### src/rtl/heq_pkg.sv
// ----------------------------------------------------------------------------
// heq_pkg
// Shared constants, request codes and controller/datapath interface types
// for the histogram equalizer.
// ----------------------------------------------------------------------------
package heq_pkg;

	localparam int unsigned PIX_W      = 8;
	localparam int unsigned NBINS      = 1 << PIX_W;
	localparam int unsigned MAX_PIXELS = 1048576;
	localparam int unsigned CNT_W      = $clog2(MAX_PIXELS + 1);
	localparam int unsigned DIV_W      = CNT_W + PIX_W;
	localparam int unsigned STEP_W     = $clog2(PIX_W);

	localparam logic [CNT_W-1:0] MAX_TOTAL = CNT_W'(MAX_PIXELS);

	localparam logic [1:0] REQ_COUNT = 2'd0;
	localparam logic [1:0] REQ_BUILD = 2'd1;
	localparam logic [1:0] REQ_MAP   = 2'd2;
	localparam logic [1:0] REQ_CLEAR = 2'd3;

	typedef struct packed {
		logic bin_rd;
		logic bin_sel_v;
		logic bin_inc;
		logic clr_all;
		logic map_clr;
		logic map_rd;
		logic out_load;
		logic bld_init;
		logic div_start;
		logic map_wr;
	} cmd_t;

	typedef struct packed {
		logic total_full;
		logic total_zero;
		logic div_done;
		logic last_bin;
		logic out_busy;
	} sts_t;

endpackage

### src/rtl/heq_ctrl.sv
// ----------------------------------------------------------------------------
// heq_ctrl
// Request sequencer of the histogram equalizer: takes one transaction at a
// time and steps the datapath through count, map, clear and the build walk.
// ----------------------------------------------------------------------------
module heq_ctrl (
	input  logic          clk,
	input  logic          arst_n,
	input  logic          in_valid,
	input  logic [1:0]    req_type,
	input  heq_pkg::sts_t sts,
	output logic          in_ready,
	output heq_pkg::cmd_t cmd
);
	import heq_pkg::*;

	localparam logic [2:0] S_IDLE     = 3'd0;
	localparam logic [2:0] S_CNT_WR   = 3'd1;
	localparam logic [2:0] S_MAP_OUT  = 3'd2;
	localparam logic [2:0] S_BLD_RD   = 3'd3;
	localparam logic [2:0] S_BLD_ST   = 3'd4;
	localparam logic [2:0] S_BLD_WAIT = 3'd5;

	logic [2:0] state_q;
	logic [2:0] state_nxt;
	logic       accept;

	assign in_ready = (state_q == S_IDLE);
	assign accept   = in_valid && in_ready;

	always_comb begin
		cmd       = '0;
		state_nxt = state_q;
		unique case (state_q)
			S_IDLE: begin
				if (accept) begin
					unique case (req_type)
						REQ_COUNT: begin
							if (!sts.total_full) begin
								cmd.bin_rd = 1'b1;
								state_nxt  = S_CNT_WR;
							end
						end
						REQ_BUILD: begin
							if (sts.total_zero) begin
								cmd.map_clr = 1'b1;
							end else begin
								cmd.bld_init = 1'b1;
								state_nxt    = S_BLD_RD;
							end
						end
						REQ_MAP: begin
							cmd.map_rd = 1'b1;
							state_nxt  = S_MAP_OUT;
						end
						REQ_CLEAR: begin
							cmd.clr_all = 1'b1;
						end
						default: ;
					endcase
				end
			end
			S_CNT_WR: begin
				cmd.bin_inc = 1'b1;
				state_nxt   = S_IDLE;
			end
			S_MAP_OUT: begin
				if (!sts.out_busy) begin
					cmd.out_load = 1'b1;
					state_nxt    = S_IDLE;
				end
			end
			S_BLD_RD: begin
				cmd.bin_rd    = 1'b1;
				cmd.bin_sel_v = 1'b1;
				state_nxt     = S_BLD_ST;
			end
			S_BLD_ST: begin
				cmd.div_start = 1'b1;
				state_nxt     = S_BLD_WAIT;
			end
			S_BLD_WAIT: begin
				if (sts.div_done) begin
					cmd.map_wr = 1'b1;
					state_nxt  = sts.last_bin ? S_IDLE : S_BLD_RD;
				end
			end
			default: begin
				state_nxt = S_IDLE;
			end
		endcase
	end

	always_ff @(posedge clk or negedge arst_n) begin
		if (!arst_n) begin
			state_q <= S_IDLE;
		end else begin
			state_q <= state_nxt;
		end
	end

endmodule

### config.mk
export PLATFORM = sky130hd
export DESIGN_NAME = heq_ctrl
export DESIGN_NICKNAME = d
export VERILOG_FILES = /design/src/rtl/heq_pkg.sv /design/src/rtl/heq_ctrl.sv
export SDC_FILE = /design/constraint.sdc
export NUM_CORES = 1
export LEC_CHECK = 0
export BUFFER_PORTS_ARGS = -buffer_cell sky130_fd_sc_hd__buf_2
export CAP_MARGIN = 0
export CORE_AREA = 5 5 42 44
export CTS_BUF_LIST = sky130_fd_sc_hd__clkbuf_8
export CTS_CLUSTER_DIAMETER = 80
export CTS_CLUSTER_SIZE = 8
export DETAILED_ROUTE_END_ITERATION = 10
export DIE_AREA = 0 0 47 49
export PLACE_DENSITY = 0.6
export SKIP_CTS_REPAIR_TIMING = 1
export SYNTH_ARGS = -nofsm -noshare
export SYNTH_HDL_FRONTEND = slang
export SYNTH_SLANG_ARGS = --single-unit
export TNS_END_PERCENT = 30
### constraint.sdc
create_clock -name clk -period 3.35 [get_ports clk]
set_input_delay 0.67 -clock clk [delete_from_list [all_inputs] [get_ports clk]]
set_output_delay 0.67 -clock clk [all_outputs]
set_load 0.03 [all_outputs]
==> impl_results.md, run 1 <==
- Internal Power: 0.000218 W
- Largest net degree at the start of global routing: 11
- Seq cells post-synth: 3
- Synthesized area: 379 sq um
- Root Driver: clkbuf_8
- Clock Power Share: 0.246
- DR pass1 iterations: 4
- Worst clock skew: 0.00857 ns
- Htree depth: 1
- Syn Nets: 57
- Final setup violating endpoints: 0
- Setup ws final: 1.18 ns
- Via Count: 375
- Worst slack at placement: 1.18 ns
- DR iter-0 viols: 10
- Vias in the first global route: 344
- Worst skew pair latency: 0.22 ns
- Most area-hungry cell type in the Yosys netlist: dfrtp_1
- Initial antenna violation count: 0
- Cells after Synth: 42
- Full die area: 2300 sq um
- Share of cells above drive strength 1: 0.391
- Crit path kind: in2out
- CP max stage delay: 0.22 ns
- LEAKAGE: 0.300 nW
- Total negative slack: 0 ns
- Register share of total power: 0.222
- P per Cell Area: 797 nW/um^2
- Post-route ant nets: 0
- CTS tree: built
- DP Wirelength: 752 um
- Area of the multi-input gates: 270 sq um
- Final min period: 2.17 ns
- Die Ht: 49 um
- Clock Sink Count: 3
- Layout net count: 80
- Hold Vio Cnt, Final: 0
- Most frequent CP cell: buf_2
- Yosys warnings: 0
- Ant diodes: 0
- Least-Margin Pin Slew: 0.357 ns
- Core area: 1400 sq um
- Initial Util: 0.271
- Worst hold-check path type: in2async
- Io pins: 21
- Status: completed
- Remaining DRCs: 0
- GRT Overall Usage: 0.0867
- EDFF count, synth: 0
- Gr ovfl total: 0
- Mean Syn Cell Area: 9.03 sq um
- P&R area growth vs syn: 37.6%
- Count of input and output buffers: 20
- Top post-synthesis cells by count: ha_1 (5), nor2_1 (4), dfrtp_1 (3), inv_1 (3)
- Fill cells: 155
- Comb pwr share: 0.532
- Largest registers: state_q (3)
- Overall routed net length: 949 um
- CTS Buf Count: 3
- CP max FO: 3
- Final Power: 0.000416 W
- GPL Wtd Cong: 0.699
- Unrepaired setup endpoints after global routing: false
- Synth top area cells: dfrtp_1 (20%), ha_1 (17%), buf_6 (5.9%)
- Post-DR wirelength/cell: 11.9 um
- Post-synth cell types: 25
- Largest Register: state_q
- First-pass GRT wire length: 1.53 mm
- Number of flip-flops in the largest register: 3
- Die Span X: 47 um
- Worst vdd ir: 0.364 mV
- Slew HR: 0.759
- Async set or reset register ratio after synthesis: 1.00
- Startpoint Class: input port
- Sw Pwr: 0.000198 W
- Max Clock Freq: 461 MHz
- CTS clk-pin slew, worst paths: 0.04 ns
- Element type at the critical path end: primary output
- CP required: 2.68 ns
- DR vias/cell: 4.69
- Max Slew Vio Count: 0
- Arr. time, crit path: 1.50 ns
- Sequential-to-total area share from yosys stat: 0.198
- Top-area cell type share of the netlist area: 0.198
- Sequential Area: 75.1 sq um
- Switching portion of total power: 0.476
- Crit path max-delay cell type: buf_2
- Synth Flop Type: dfrtp_1
- Most common cell in the netlist: ha_1
- Period utilization: 0.647
- Worst-path cell chain: buf_2 > inv_1 > ha_1 > nand4b_1 > o21ai_0 > buf_2
- Max Cap Viol: 0
- Deepest clock path buffer count: 2
- Std-Cell Rows: 14
-- routing by layer --
metal / global-route usage / up-vias / part of all wire
met5: 0 / - / 0
met4: 0.0276 / 0 / 0
met3: 0.0185 / 0 / 0.098
met2: 0.124 / 17 / 0.43
met1: 0.126 / 159 / 0.47
li1: - / 199 / -
-- cells by family (layout without fill, tap and decap cells) --
group,after synthesis,in the layout,synth area share
and+or+nand+nor,21,21,0.386
adders and majority gates,5,5,0.165
DFF,3,3,0.198
buffers and inverters,5,27,0.0891
AOI/OAI and AO/OA,8,8,0.162
-- critical path, delay by kind of cell --
kind,cells,cell delay [ns]
adder cells (fa/ha/maj),1,0.20
AND/OR/NAND/NOR,1,0.11
buffers and inverters,3,0.44
AO/OA/AOI/OAI,1,0.09
-- cell usage in the layout, fill, tap and decap left out --
master	synthesis	final
or3_1	1	1
nor3_4	1	1
ha_1	5	5
o21ai_1	1	1
nor2b_4	1	1
buf_2	0	20
o21ai_0	2	2
a41o_1	1	1
a32o_1	2	2
and4b_1	1	1
nor3b_1	2	2
dfrtp_1	3	3
nand2_1	1	1
and2_1	1	1
nor3_1	1	1
a31oi_1	1	1
clkbuf_8	0	3
nor4bb_1	1	1
a21bo_1	1	1
nor2b_1	1	1
nor2_1	4	4
nand2b_1	2	2
and3_1	2	2
inv_1	3	4
nand4b_1	1	1
nand3_1	1	1
-- power by group through the flow --
stage | registers (W) | logic [W] | clock network, W
3_3_place_gp | 0.0000904 | 0.000220 | 0
6_report | 0.0000921 | 0.000221 | 0.000102
2_1_floorplan | 0.0000657 | 0.000206 | 0
5_1_grt | 0.0000971 | 0.000237 | 0.000109
3_5_place_dp | 0.0000914 | 0.000221 | 0
4_1_cts | 0.0000914 | 0.000223 | 0.000104
-- final cells by class --
cell class	count	share of cell area
clock buffer	3	0.0791
clock inverter	1	0.00719
inverter	3	0.0216
multi-input combinational	34	0.518
sequential	3	0.144
tap	16	0.0384
timing repair buffer	20	0.192
-- worst paths after layout --
path                        startpoint         end  slack [ns]  cells after the start
max                        req_type[0]      cmd[9]        1.18                      6
min                             arst_n  state_q[2]        0.24                      1
max reg2reg                 state_q[2]  state_q[1]        2.06                      3
min reg2reg                 state_q[0]  state_q[0]        0.79                      2
max in group asynchronous       arst_n  state_q[0]        2.99                      1
min in group clk                sts[0]  state_q[1]        0.72                      2
-- metrics by stage --
step / area, sq um / hold slack, ns / utilization / cells
after floorplan: 379 / 0.374 / - / 42
after global placement: 477 / 0.466 / 0.340 / 76
after detailed placement: 477 / 0.467 / 0.340 / 76
after CTS: 522 / 0.244 / 0.372 / 80
after global routing: 522 / 0.243 / 0.372 / 80
final: 522 / 0.244 / 0.372 / 80
No activity file was read; power rests on OpenSTA's default activity.
==> run 2, diff against run 1 <==
--- a/config.mk
+++ b/config.mk
@@ -13,7 +13,7 @@
 export CTS_CLUSTER_SIZE = 8
 export DETAILED_ROUTE_END_ITERATION = 10
 export DIE_AREA = 0 0 47 49
-export PLACE_DENSITY = 0.6
+export PLACE_DENSITY = 0.63
 export SKIP_CTS_REPAIR_TIMING = 1
 export SYNTH_ARGS = -nofsm -noshare
 export SYNTH_HDL_FRONTEND = slang
==> constraint.sdc (replaced) <==
create_clock -name clk -period 1.9 [get_ports clk]
set_input_delay 0.38 -clock clk [delete_from_list [all_inputs] [get_ports clk]]
set_output_delay 0.38 -clock clk [all_outputs]
set_load 0.03 [all_outputs]
==> impl_results.md, run 2 (same netlist as run 1, synthesis figures left out) <==
- Share of cells above drive strength 1: 0.394
- GRT Overall Usage: 0.0876
- DR vias/cell: 4.88
- CP required: 1.52 ns
- CTS clk-pin slew, worst paths: 0.03 ns
- Max Slew Vio Count: 0
- Reg2Reg Capture Point: state_q[2]
- Startpoint Class: register
- Full die area: 2300 sq um
- Worst slack at placement: 0.320 ns
- LEAKAGE: 0.309 nW
- Clock Sink Count: 3
- Setup ws final: 0.105 ns
- DR pass1 iterations: 4
- Largest net degree at the start of global routing: 10
- Fill cells: 154
- Min-Delay Endpoint: state_q[1]
- Util after Layout: 0.385
- Final setup violating endpoints: 0
- R2R cell count: 3
- Via Count: 400
- Hold Vio Cnt, Final: 0
- Die Span X: 47 um
- Max Cap Viol: 0
- Post-route ant nets: 0
- Worst clock skew: 0.000132 ns
- Vias in the first global route: 377
- Number of flip-flops in the largest register: 3
- R2r setup slk: 0.65 ns
- Root Driver: clkbuf_8
- Max Clock Freq: 557 MHz
- First-pass GRT wire length: 1.46 mm
- Initial antenna violation count: 0
- Final min period: 1.79 ns
- Deepest clock path buffer count: 2
- CTS Buf Count: 3
- Total negative slack: 0 ns
- Worst skew pair latency: 0.21 ns
- Final Power: 0.000737 W
- Post-route insts no fill: 82
- Htree depth: 1
- GPL Wtd Cong: 0.761
- Worst flop-to-flop path startpoint: state_q[2]
- Overall routed net length: 918 um
- Std-Cell Rows: 14
- Io pins: 21
- Least-Margin Pin Slew: 0.324 ns
- Worst hold-check path type: in2reg
- Unrepaired setup endpoints after global routing: false
- Placed Cells: 77
- Core area: 1400 sq um
- DR iter-0 viols: 7
- Status: completed
- Remaining DRCs: 0
- Die Ht: 49 um
- Worst vdd ir: 0.651 mV
- Initial Util: 0.271
- Layout net count: 82
- P per Cell Area: 1370 nW/um^2
- Hold path cells: 2
- P&R area growth vs syn: 42.2%
- Crit path kind: reg2out
- Largest registers: state_q (3)
- Element type at the critical path end: primary output
- DP Wirelength: 742 um
- Most frequent cells in the layout: buf_2 (20), ha_1 (5), inv_1 (4), nor2_1 (4)
- Slew HR: 0.781
- CTS tree: built
- Ant diodes: 0
- Post-DR wirelength/cell: 11.2 um
- Arr. time, crit path: 1.41 ns
- Largest Register: state_q
- Count of input and output buffers: 20
- Period utilization: 0.944
- Gr ovfl total: 0
- Worst hold path startpoint: sts[0]
- Commonest non-fill, non-tap cell in the layout: buf_2
- CP max FO: 9
-- run 2: per-stage QoR --
step	instance area, sq um	hold WS, ns
5_1_grt	539	0.422
6_report	539	0.402
4_1_cts	529	-0.0488
3_3_place_gp	484	0.177
3_5_place_dp	484	0.177
2_1_floorplan	379	0.0844
-- run 2: layer usage --
layer | wire [um] | vias to the layer above | global-route usage | share of wire
li1 | - | 201 | - | -
met1 | 361 | 180 | 0.0998 | 0.39
met2 | 442 | 16 | 0.124 | 0.48
met3 | 99 | 3 | 0.0332 | 0.11
met4 | 15 | 0 | 0.0691 | 0.016
met5 | 0 | - | 0 | 0
-- run 2: power breakdown --
part	internal, W	switching, W	total [W]	leakage [nW]
Sequential	0.0000909	0.0000640	0.000155	0.0394
Combinational	0.000166	0.000238	0.000403	0.243
Clock	0.000137	0.0000414	0.000179	0.0269
Total	0.000394	0.000343	0.000737	0.309
-- run 2: cell type report --
class | count | area [sq um] | area share
Multi-Input combinational cell | 34 | 270 | 0.501
Clock inverter | 1 | 3.75 | 0.00696
Timing Repair Buffer | 22 | 118 | 0.218
Sequential cell | 3 | 75.1 | 0.139
Clock buffer | 3 | 41.3 | 0.0766
Tap cell | 16 | 20.0 | 0.0371
Inverter | 3 | 11.3 | 0.0209
-- run 2: worst max-delay path by stage --
stage                            from  endpoint  slack (ns)  cells past startpoint
after floorplan            state_q[0]    cmd[2]        0.05                      4
after global placement     state_q[0]    cmd[3]        0.33                      4
after detailed placement  req_type[0]    cmd[9]        0.32                      6
after CTS                  state_q[0]    cmd[3]         0.1                      4
after global routing       state_q[2]    cmd[9]       0.006                      4
final                      state_q[0]    cmd[3]        0.11                      4
-- run 2: worst max-delay path, stage by stage, from the launching register on --
cell     delay [ns]
dfrtp_1        0.47
nor2_1         0.24
and2_1         0.17
nor2b_1        0.12
buf_2          0.20
==> run 3, diff against run 2 <==
--- a/config.mk
+++ b/config.mk
@@ -6,7 +6,7 @@
 export NUM_CORES = 1
 export LEC_CHECK = 0
 export BUFFER_PORTS_ARGS = -buffer_cell sky130_fd_sc_hd__buf_2
-export CAP_MARGIN = 0
+export CAP_MARGIN = 20
 export CORE_AREA = 5 5 42 44
 export CTS_BUF_LIST = sky130_fd_sc_hd__clkbuf_8
 export CTS_CLUSTER_DIAMETER = 80
==> constraint.sdc (replaced) <==
create_clock -name clk -period 1.9 [get_ports clk]
set_input_delay 0.19 -clock clk [delete_from_list [all_inputs] [get_ports clk]]
set_output_delay 0.19 -clock clk [all_outputs]
set_load 0.03 [all_outputs]
==> impl_results.md, run 3 (same netlist as run 1, synthesis figures left out) <==
- CTS Buf Count: 3
- Hold Vio Cnt, Final: 0
- Count of input and output buffers: 20
- Vias in the first global route: 370
- Post-route insts no fill: 81
- LEAKAGE: 0.304 nW
- Fill cells: 152
- Full die area: 2300 sq um
- Post-DR wirelength/cell: 11.0 um
- DP Wirelength: 747 um
- Arr. time, crit path: 1.42 ns
- Worst clock skew: 0.00260 ns
- Die Ht: 49 um
- DR vias/cell: 4.81
- Worst hold-check path type: in2reg
- GPL Wtd Cong: 0.669
- CP required: 1.71 ns
- CP max stage delay: 0.48 ns
- P per Cell Area: 1370 nW/um^2
- Startpoint Class: register
- First-pass GRT wire length: 1.51 mm
- Core area: 1400 sq um
- Area of the multi-input gates: 270 sq um
- Deepest clock path buffer count: 2
- Remaining DRCs: 0
- Hold path cells: 2
- Worst flop-to-flop path startpoint: state_q[2]
- Io pins: 21
- Placed Cells: 76
- CTS clk-pin slew, worst paths: 0.03 ns
- Sequential Area: 75.1 sq um
- CTS tree: built
- Crit path buf inv count: 1
- Most frequent cells in the layout: buf_2 (20), ha_1 (5), inv_1 (4), nor2_1 (4)
- Post-route ant nets: 0
- Max Cap Viol: 0
- Share of cells above drive strength 1: 0.385
- Die Span X: 47 um
- Least-Margin Pin Slew: 0.348 ns
- Ant diodes: 0
- Number of flip-flops in the largest register: 3
- Htree depth: 1
- Final min period: 1.61 ns
- Comb pwr share: 0.539
- Status: completed
- Root Driver: clkbuf_8
- Slew HR: 0.765
- Gr ovfl total: 0
- GRT Overall Usage: 0.0903
- Via Count: 390
- Worst-path cell chain: nor2_1 > and2_1 > nor2b_1 > buf_2
- Initial antenna violation count: 0
- Max Clock Freq: 620 MHz
- CP max FO: 10
- Worst skew pair latency: 0.21 ns
- Crit path kind: reg2out
- Final Power: 0.000726 W
- Register share of total power: 0.219
- Util after Layout: 0.379
- DR iter-0 viols: 11
- R2R cell count: 3
- Largest Register: state_q
- Element type at the critical path end: primary output
- Min-Delay Endpoint: state_q[1]
- Reg2Reg Capture Point: state_q[1]
- R2r setup slk: 0.62 ns
- DR pass1 iterations: 2
- Hold_ws: 0.217 ns
- Max Slew Vio Count: 0
- Std-Cell Rows: 14
- Clock Sink Count: 3
- Total negative slack: 0 ns
- Final setup violating endpoints: 0
- Sw Pwr: 0.000341 W
- Period utilization: 0.849
- Largest registers: state_q (3)
- Internal Power: 0.000385 W
- Clock Power Share: 0.241
- Layout net count: 81
- Unrepaired setup endpoints after global routing: false
- Initial Util: 0.271
- Overall routed net length: 890 um
- Commonest non-fill, non-tap cell in the layout: buf_2
- Largest net degree at the start of global routing: 11
- P&R area growth vs syn: 40.3%
- Switching portion of total power: 0.469
- Worst vdd ir: 0.602 mV
- Crit path max-delay cell type: dfrtp_1
- CP top delay family: simple AND/OR/NAND/NOR gates
- Worst hold path startpoint: sts[0]
==> run 3: cell count changes in the layout (fill, tap and decap cells not counted) <==
cell | before | now
buf_4 | 1 | 0
==> run 3: how the worst max path moves through the flow <==
stage,slack (ns),end,depth (start not counted),start
after floorplan,0.24,cmd[2],4,state_q[0]
after global placement,0.51,cmd[3],4,state_q[2]
after detailed placement,0.51,state_q[1],6,req_type[0]
after CTS,0.29,cmd[3],4,state_q[2]
after global routing,0.17,cmd[3],4,state_q[2]
final,0.29,cmd[3],4,state_q[2]
==> run 3: power groups by stage <==
stage | Sequential (W) | Clock [W] | Combinational [W]
floorplan | 0.000116 | 0 | 0.000362
global placement | 0.000158 | 0 | 0.000390
detailed placement | 0.000159 | 0 | 0.000391
CTS | 0.000158 | 0.000182 | 0.000393
global route | 0.000170 | 0.000192 | 0.000432
finish | 0.000159 | 0.000175 | 0.000392
==> run 3: final cells by class <==
type | instances | share of cell area
clock buffers | 3 | 0.0776
clock inverters | 1 | 0.00706
inverters | 3 | 0.0212
multi-input cells | 34 | 0.508
flip-flops and latches | 3 | 0.141
well taps | 16 | 0.0376
repair buffers | 21 | 0.207
==> run 3: metrics by stage <==
stage                     setup WS [ns]  cell area (sq um)
after floorplan                   0.242                379
after global placement            0.509                477
after detailed placement          0.514                477
after CTS                         0.286                522
after global routing              0.166                532
final                             0.287                532
==> run 3: layer usage <==
metal	routed length, um	part of all wire	global-route usage	vias up
li1	-	-	-	201
met3	101	0.11	0.0590	0
met4	0	0	0.0276	0
met2	386	0.43	0.120	15
met1	402	0.45	0.117	174
met5	0	0	0	-
==> run 3: worst register-to-register path, delay by kind of cell (launching register included) <==
family | cells | cell delay [ns]
AND/OR/NAND/NOR | 1 | 0.18
flip-flops | 1 | 0.48
AO/OA/AOI/OAI | 2 | 0.49
